===== src/design/rhsv_pkg.sv =====
// Package for the RGB to HSV converter: widths, sector codes and pipeline stage types.
`default_nettype none

package rhsv_pkg;

    localparam int CHAN_W     = 8;
    localparam int PIX_W      = 3 * CHAN_W;
    localparam int QUOT_W     = 8;
    localparam int SAT_REM_W  = 16;   // 255 * delta fits below 2^16
    localparam int HUE_NUM_W  = 11;   // sector numerator stays below 6 * delta <= 1530
    localparam int HUE_REM_W  = 19;   // 255 * numerator fits below 2^19
    localparam int HUE_DIV_W  = 11;   // 6 * delta
    localparam int SNUM_W     = 13;   // signed working width of the numerator
    localparam int DIV_STAGES = QUOT_W;
    localparam int NUM_STAGES = DIV_STAGES + 3;

    typedef enum logic [1:0] {
        SECT_RED,
        SECT_GREEN,
        SECT_BLUE
    } sector_t;

    // Extremes and sector of the pixel
    typedef struct packed {
        logic [CHAN_W-1:0] red;
        logic [CHAN_W-1:0] green;
        logic [CHAN_W-1:0] blue;
        logic [CHAN_W-1:0] vmax;
        logic [CHAN_W-1:0] vmin;
        sector_t           sector;
    } ext_stage_t;

    // Delta and wrapped hue numerator
    typedef struct packed {
        logic [CHAN_W-1:0]    vmax;
        logic [CHAN_W-1:0]    delta;
        logic [HUE_NUM_W-1:0] num;
    } num_stage_t;

    // One step of the two restoring dividers
    typedef struct packed {
        logic                 grey;
        logic [CHAN_W-1:0]    vmax;
        logic [SAT_REM_W-1:0] sat_rem;
        logic [CHAN_W-1:0]    sat_div;
        logic [QUOT_W-1:0]    sat_quot;
        logic [HUE_REM_W-1:0] hue_rem;
        logic [HUE_DIV_W-1:0] hue_div;
        logic [QUOT_W-1:0]    hue_quot;
    } div_stage_t;

endpackage

`default_nettype wire


===== src/design/rgb_to_hsv_converter.sv =====
// RGB to HSV converter: pipelined extremes, numerator and two restoring dividers.
`default_nettype none

// Converts one 8-bit RGB pixel per clock into 8-bit hue, saturation and value. Each item
// passes through 11 register stages in order: one stage for maximum, minimum and sector,
// one for delta and the hue numerator, one to form the scaled dividends and divisors,
// and eight stages of restoring division that each settle one quotient bit of both the
// saturation and the hue quotient. Every stage has its own valid bit and loads whenever
// it is empty or its successor moves, so a new item is taken in every cycle while the
// output is consumed, and bubbles are squeezed out during a stall. Grey pixels (all
// channels equal) give zero hue and saturation. No reset sweep is needed.
module rgb_to_hsv_converter
    import rhsv_pkg::*;
(
    input  wire logic             clk,
    input  wire logic             rst_n,
    input  wire logic             s_axis_tvalid,
    output logic                  s_axis_tready,
    input  wire logic [PIX_W-1:0] s_axis_tdata,   // red_in, green_in, blue_in
    output logic                  m_axis_tvalid,
    input  wire logic             m_axis_tready,
    output logic [PIX_W-1:0]      m_axis_tdata    // hue_out, saturation_out, value_out
);

    logic [NUM_STAGES-1:0] valid_reg;
    logic [NUM_STAGES-1:0] valid_next;
    logic [NUM_STAGES-1:0] load;

    ext_stage_t ext_reg;
    ext_stage_t ext_next;
    num_stage_t num_reg;
    num_stage_t num_next;
    div_stage_t div_reg  [0:DIV_STAGES];
    div_stage_t div_next [0:DIV_STAGES];

    // Let a stage load when it is empty or its successor takes its item
    always_comb
    begin
        load[NUM_STAGES-1] = !valid_reg[NUM_STAGES-1] || m_axis_tready;
        for (int k = NUM_STAGES - 2; k >= 0; k--)
        begin
            load[k] = !valid_reg[k] || load[k+1];
        end
    end

    // Advance valid bits with the data
    always_comb
    begin
        valid_next[0] = load[0] ? s_axis_tvalid : valid_reg[0];
        for (int k = 1; k < NUM_STAGES; k++)
        begin
            valid_next[k] = load[k] ? valid_reg[k-1] : valid_reg[k];
        end
    end

    always_ff @(posedge clk or negedge rst_n)
    begin
        if (!rst_n)
        begin
            valid_reg <= '0;
        end
        else
        begin
            valid_reg <= valid_next;
        end
    end

    // Stage one: maximum, minimum and the first maximal channel
    always_comb
    begin
        logic [CHAN_W-1:0] r;
        logic [CHAN_W-1:0] g;
        logic [CHAN_W-1:0] b;
        logic [CHAN_W-1:0] max_rg;
        logic [CHAN_W-1:0] min_rg;
        r      = s_axis_tdata[CHAN_W-1:0];
        g      = s_axis_tdata[2*CHAN_W-1:CHAN_W];
        b      = s_axis_tdata[3*CHAN_W-1:2*CHAN_W];
        max_rg = (r > g) ? r : g;
        min_rg = (r < g) ? r : g;
        ext_next.red   = r;
        ext_next.green = g;
        ext_next.blue  = b;
        ext_next.vmax  = (max_rg > b) ? max_rg : b;
        ext_next.vmin  = (min_rg < b) ? min_rg : b;
        if (r >= g && r >= b)
        begin
            ext_next.sector = SECT_RED;
        end
        else if (g >= b)
        begin
            ext_next.sector = SECT_GREEN;
        end
        else
        begin
            ext_next.sector = SECT_BLUE;
        end
    end

    always_ff @(posedge clk)
    begin
        if (load[0])
        begin
            ext_reg <= ext_next;
        end
    end

    // Stage two: delta and the sector numerator, wrapped into one turn
    always_comb
    begin
        logic [CHAN_W-1:0]        delta;
        logic signed [SNUM_W-1:0] d_s;
        logic signed [SNUM_W-1:0] r_s;
        logic signed [SNUM_W-1:0] g_s;
        logic signed [SNUM_W-1:0] b_s;
        logic signed [SNUM_W-1:0] num_s;
        delta = ext_reg.vmax - ext_reg.vmin;
        d_s   = $signed({{(SNUM_W-CHAN_W){1'b0}}, delta});
        r_s   = $signed({{(SNUM_W-CHAN_W){1'b0}}, ext_reg.red});
        g_s   = $signed({{(SNUM_W-CHAN_W){1'b0}}, ext_reg.green});
        b_s   = $signed({{(SNUM_W-CHAN_W){1'b0}}, ext_reg.blue});
        unique case (ext_reg.sector)
            SECT_RED:   num_s = g_s - b_s;
            SECT_GREEN: num_s = (d_s <<< 1) + b_s - r_s;
            SECT_BLUE:  num_s = (d_s <<< 2) + r_s - g_s;
            default:    num_s = '0;
        endcase
        if (num_s < 0)
        begin
            num_s = num_s + (d_s <<< 2) + (d_s <<< 1);
        end
        num_next.vmax  = ext_reg.vmax;
        num_next.delta = delta;
        num_next.num   = num_s[HUE_NUM_W-1:0];
    end

    always_ff @(posedge clk)
    begin
        if (load[1])
        begin
            num_reg <= num_next;
        end
    end

    // Stage three: scale the dividends by 255 and form the divisors;
    // divide stages: settle one quotient bit each, highest bit first
    always_comb
    begin
        logic [HUE_DIV_W-1:0] delta_w;
        logic [SAT_REM_W-1:0] sat_trial;
        logic [HUE_REM_W-1:0] hue_trial;
        logic                 sat_ok;
        logic                 hue_ok;
        delta_w = {{(HUE_DIV_W-CHAN_W){1'b0}}, num_reg.delta};
        div_next[0].grey     = (num_reg.delta == '0);
        div_next[0].vmax     = num_reg.vmax;
        div_next[0].sat_rem  = {num_reg.delta, {CHAN_W{1'b0}}}
                               - {{(SAT_REM_W-CHAN_W){1'b0}}, num_reg.delta};
        div_next[0].sat_div  = num_reg.vmax;
        div_next[0].sat_quot = '0;
        div_next[0].hue_rem  = {num_reg.num, {CHAN_W{1'b0}}}
                               - {{(HUE_REM_W-HUE_NUM_W){1'b0}}, num_reg.num};
        div_next[0].hue_div  = (delta_w << 2) + (delta_w << 1);
        div_next[0].hue_quot = '0;
        for (int j = 1; j <= DIV_STAGES; j++)
        begin
            sat_trial = {{(SAT_REM_W-CHAN_W){1'b0}}, div_reg[j-1].sat_div} << (QUOT_W - j);
            hue_trial = {{(HUE_REM_W-HUE_DIV_W){1'b0}}, div_reg[j-1].hue_div} << (QUOT_W - j);
            sat_ok    = !div_reg[j-1].grey && (div_reg[j-1].sat_rem >= sat_trial);
            hue_ok    = !div_reg[j-1].grey && (div_reg[j-1].hue_rem >= hue_trial);
            div_next[j]          = div_reg[j-1];
            div_next[j].sat_rem  = sat_ok ? div_reg[j-1].sat_rem - sat_trial
                                          : div_reg[j-1].sat_rem;
            div_next[j].hue_rem  = hue_ok ? div_reg[j-1].hue_rem - hue_trial
                                          : div_reg[j-1].hue_rem;
            div_next[j].sat_quot = {div_reg[j-1].sat_quot[QUOT_W-2:0], sat_ok};
            div_next[j].hue_quot = {div_reg[j-1].hue_quot[QUOT_W-2:0], hue_ok};
        end
    end

    always_ff @(posedge clk)
    begin
        for (int j = 0; j <= DIV_STAGES; j++)
        begin
            if (load[j+2])
            begin
                div_reg[j] <= div_next[j];
            end
        end
    end

    // Drive the handshake and the result item from the last stage
    assign s_axis_tready = load[0];
    assign m_axis_tvalid = valid_reg[NUM_STAGES-1];
    assign m_axis_tdata  = {div_reg[DIV_STAGES].vmax,
                            div_reg[DIV_STAGES].sat_quot,
                            div_reg[DIV_STAGES].hue_quot};

`ifndef SYNTHESIS
    // Input is refused only when the whole pipeline is full and the output is stalled
    assert property (@(posedge clk) disable iff (!rst_n)
        !s_axis_tready |-> (m_axis_tvalid && !m_axis_tready))
        else $error("input stalled while pipeline has room");

    // Zero saturation means a grey pixel, whose hue is zero
    assert property (@(posedge clk) disable iff (!rst_n)
        (m_axis_tvalid && m_axis_tdata[2*CHAN_W-1:CHAN_W] == '0)
        |-> (m_axis_tdata[CHAN_W-1:0] == '0))
        else $error("grey item with non-zero hue");

    // Black pixel gives zero saturation
    assert property (@(posedge clk) disable iff (!rst_n)
        (m_axis_tvalid && m_axis_tdata[3*CHAN_W-1:2*CHAN_W] == '0)
        |-> (m_axis_tdata[2*CHAN_W-1:CHAN_W] == '0))
        else $error("black item with non-zero saturation");

    // Hue never reaches a full turn
    assert property (@(posedge clk) disable iff (!rst_n)
        m_axis_tvalid |-> (m_axis_tdata[CHAN_W-1:0] != {CHAN_W{1'b1}}))
        else $error("hue quotient overflow");
`endif

endmodule

`default_nettype wire

===== config.mk =====
export PLATFORM = sky130hd
export DESIGN_NAME = rgb_to_hsv_converter
export DESIGN_NICKNAME = d
export VERILOG_FILES = /design/src/design/rhsv_pkg.sv /design/src/design/rgb_to_hsv_converter.sv
export SDC_FILE = /design/constraint.sdc
export NUM_CORES = 1
export LEC_CHECK = 0
export BUFFER_PORTS_ARGS = -buffer_cell sky130_fd_sc_hd__buf_2
export CORE_MARGIN = 3
export CORE_UTILIZATION = 40
export DETAILED_ROUTE_END_ITERATION = 16
export PLACE_DENSITY_LB_ADDON = 0.1
export SYNTH_ARGS = -nofsm -noshare
export SYNTH_HDL_FRONTEND = slang
export SYNTH_SLANG_ARGS = --single-unit

===== constraint.sdc =====
create_clock -name clk -period 9.1 [get_ports clk]
set_clock_uncertainty 0.05 [all_clocks]
set_input_delay 0.455 -clock clk [delete_from_list [all_inputs] [get_ports clk]]
set_output_delay 0.455 -clock clk [all_outputs]
set_load 0.005 [all_outputs]

==> metrics.csv <==
stage,metric,value,unit
run_status,status,completed,
die,Die Span Y,286,um
die,IO Count,54,
setup_path,"Slowest-stage cell, CP",xnor2_1,
global_routing,vias in the first global route,20200,
global_routing,busiest grt layer,met2,
setup_path,kind of end point of the critical path,flop,
hold_path,Hold Crit Class,input port to flop,
setup_path,Startpoint Class,flop,
global_routing,initial antenna violation count,0,
logic_synthesis,xor/xnor share of the synthesized area,0.0559,
clock_tree,Clock H-tree levels,3,
routing,Initial DRC Count,861,
timing,final hold vios,0,
place,GPL Wtd Cong,0.871,
logic_synthesis,Syn Nets,2898,
finish,# fillers,6992,
finish,diode count,0,
finish,"commonest non-fill, non-tap cell in the layout",edfxtp_1,
die,Core ar.,0.0777,mm^2
logic_synthesis,top_reg_cell synth,edfxtp_1,
global_routing,met3 usage,0.0255,
logic_synthesis,Syn Inst Count,2579,
global_routing,first-pass GRT wire length,105,mm
finish,most frequent cells in the layout,"edfxtp_1, inv_1, ha_1, o21ai_0, nand2_1",
global_routing,largest net degree at the start of global routing,70,
routing,final WL,63.7,mm
global_routing,Tot GR Track Use,0.159,
logic_synthesis,mux contribution to synthesized area,0.0341,
job,maxcap violations,0,
global_routing,GR Layer Usage met2,0.312,
setup_path,Critical path buffers and inverters,2,
routing,drt via density,5.04,
clock_tree,CTS Buf Count,68,
place,DP Worst Slack,3330,ps
finish,final instance area,0.0354,mm^2
global_routing,GRT overflow,0,
routing,Final ANT Viol Nets,0,
clock_tree,worst skew pair latency,600,ps
setup_path,worst-path maximum fanout,5,
routing,First-pass DRT Iterations,5,
routing,routed wire length per instance,16.9,um
logic_synthesis,Post-Synth Adder-Cell Area,0.125,
logic_synthesis,Netlist cell types,83,
timing,Setup WS post-layout,3390,ps
finish,max FFs per register,497,
finish,layout cell share with drive strength beyond 1,0.100,
clock_tree,CTS hold repair buffers,1,
logic_synthesis,synthesized cell area,0.0315,mm^2
global_routing,GRT met1 Usage,0.171,
clock_tree,Root Driver,clkbuf_16,
logic_synthesis,sequential element share of the synthesized area,0.549,
setup_path,worst path cell trace,inv_1 > ha_1 > nand2b_1 > nand2b_1 > a21o_1 > xnor2_1 > fa_1 > inv_1 > ha_1 > and3_1 > a221oi_1 > xnor2_1 > nand2_1 > nand3_1 > fa_1 > ha_1 > o21ai_0 > a21oi_1 > o41ai_1 > xnor2_1 > nand2_1 > xor2_1,
logic_synthesis,Synth Area in Simple Gates,0.0924,
timing,Final setup viols,0,
timing,TNS Setup,0,ps
routing,Residual DRC,0,
place,post-DP HPWL,50.1,mm
setup_path,WP data arrival,5990,ps
timing,crit share post-route,0.628,
clock_tree,postcts setup bufs,0,
timing,Max Slew Vio Count,0,
setup_path,CP peak stage delay,660,ps
clock_tree,Worst-path clk slew,60,ps
logic_synthesis,mean area per synthesized cell,12.2,um^2
timing,RSZ-0062 raised after global routing,no,
clock_tree,CTS tree,built,
logic_synthesis,Synthesis Warnings,0,
die,die area,0.0821,mm^2
timing,highest clock rate,0.175,GHz
logic_synthesis,main combinational cell family by area after synthesis,adder cells,
setup_path,crit-path leading delay family,adder cells,
setup_path,critical path class,flop to flop,
timing,Final Critical Period,5710,ps
timing,hold slack,58.9,ps
place,"Cell Area, Placed",0.0330,mm^2
place,IO buf count,53,
clock_tree,CTS sink cnt,577,
die,# rows,102,
setup_path,R2R setup slack,3390,ps
die,Die Wd,286,um
logic_synthesis,"EDFF count, synth",566,
timing,Slew HR,0.208,
routing,DR vias,19000,
logic_synthesis,compound-cell area share of the yosys netlist,0.101,
die,Initial Utilization,0.405,
clock_tree,PostCTS Resize Cnt,0,
logic_synthesis,#FFs+latches synth,577,
timing,Worst Max-Slew Pin Slew,1190,ps
clock_tree,clock buffer depth,3,
setup_path,CP required,9380,ps
finish,Final nets,3006,
logic_synthesis,Async SR Flop Fraction,0.0191,
finish,Area Overhead vs Synth,12.4,%
-- Yosys cell counts, types with 55 or more instances --
cell type | instances | area, um^2
a21o_1 | 56 | 420
a21oi_1 | 108 | 541
edfxtp_1 | 566 | 17000
ha_1 | 251 | 3140
inv_1 | 323 | 1210
mux2_2 | 77 | 867
nand2_1 | 139 | 522
nor2_1 | 128 | 480
nor2b_1 | 55 | 344
o21ai_0 | 141 | 706
xnor2_1 | 126 | 1100
xor2_1 | 72 | 631
-- worst register-to-register path: stages, from the launching register on --
cell	delay, ps
edfxtp_1	420
inv_1	80
ha_1	220
nand2b_1	90
nand2b_1	60
a21o_1	180
xnor2_1	660
fa_1	540
inv_1	70
ha_1	270
and3_1	180
a221oi_1	460
xnor2_1	170
nand2_1	60
nand3_1	160
fa_1	440
ha_1	350
o21ai_0	160
a21oi_1	80
o41ai_1	360
xnor2_1	170
nand2_1	80
xor2_1	140
-- cell families after synthesis --
kind of cell / Yosys count
xor gates and xnor gates: 199
DFF: 577
muxes: 96
and+or+nand+nor: 572
adders and majority gates: 291
AOI/OAI and AO/OA: 491
buffers and inverters: 353
-- routing by layer --
metal  vias to the layer above  wire (um)
met4                         0       1920
met2                       278      35100
met3                       109       1780
met1                      9069      24900
met5                         -          0
li1                       9579          -
-- stage by stage --
step	util	std cells
floorplan	-	2579
global placement	0.425	3656
detailed placement	0.425	3656
CTS	0.455	3780
global route	0.455	3780
finish	0.455	3780
-- final timing paths --
path,start,end,cells after the start
setup reg to reg,ext_reg[3],num_reg[10],22
setup / recovery,ext_reg[3],num_reg[10],22
hold / removal,s_axis_tdata[23],ext_reg[25],1
max in group asynchronous,rst_n,valid_reg[2],2
min in group asynchronous,rst_n,valid_reg[10],2
hold reg to reg,div_next[680],div_reg[0][72],0
-- cell type report --
class                           instances  area (um^2)  area share
Sequential cell                       577        17300       0.488
Multi-Input combinational cell       1649        12900       0.364
Clock buffer                           87         1810      0.0513
Tap cell                             1040         1300      0.0368
Inverter                              324         1220      0.0345
Clock inverter                         36          498      0.0141
Timing Repair Buffer                   67          373      0.0105
Power is not shown: default switching activity piles up to over one toggle a cycle in this logic, so the estimate is an artifact.
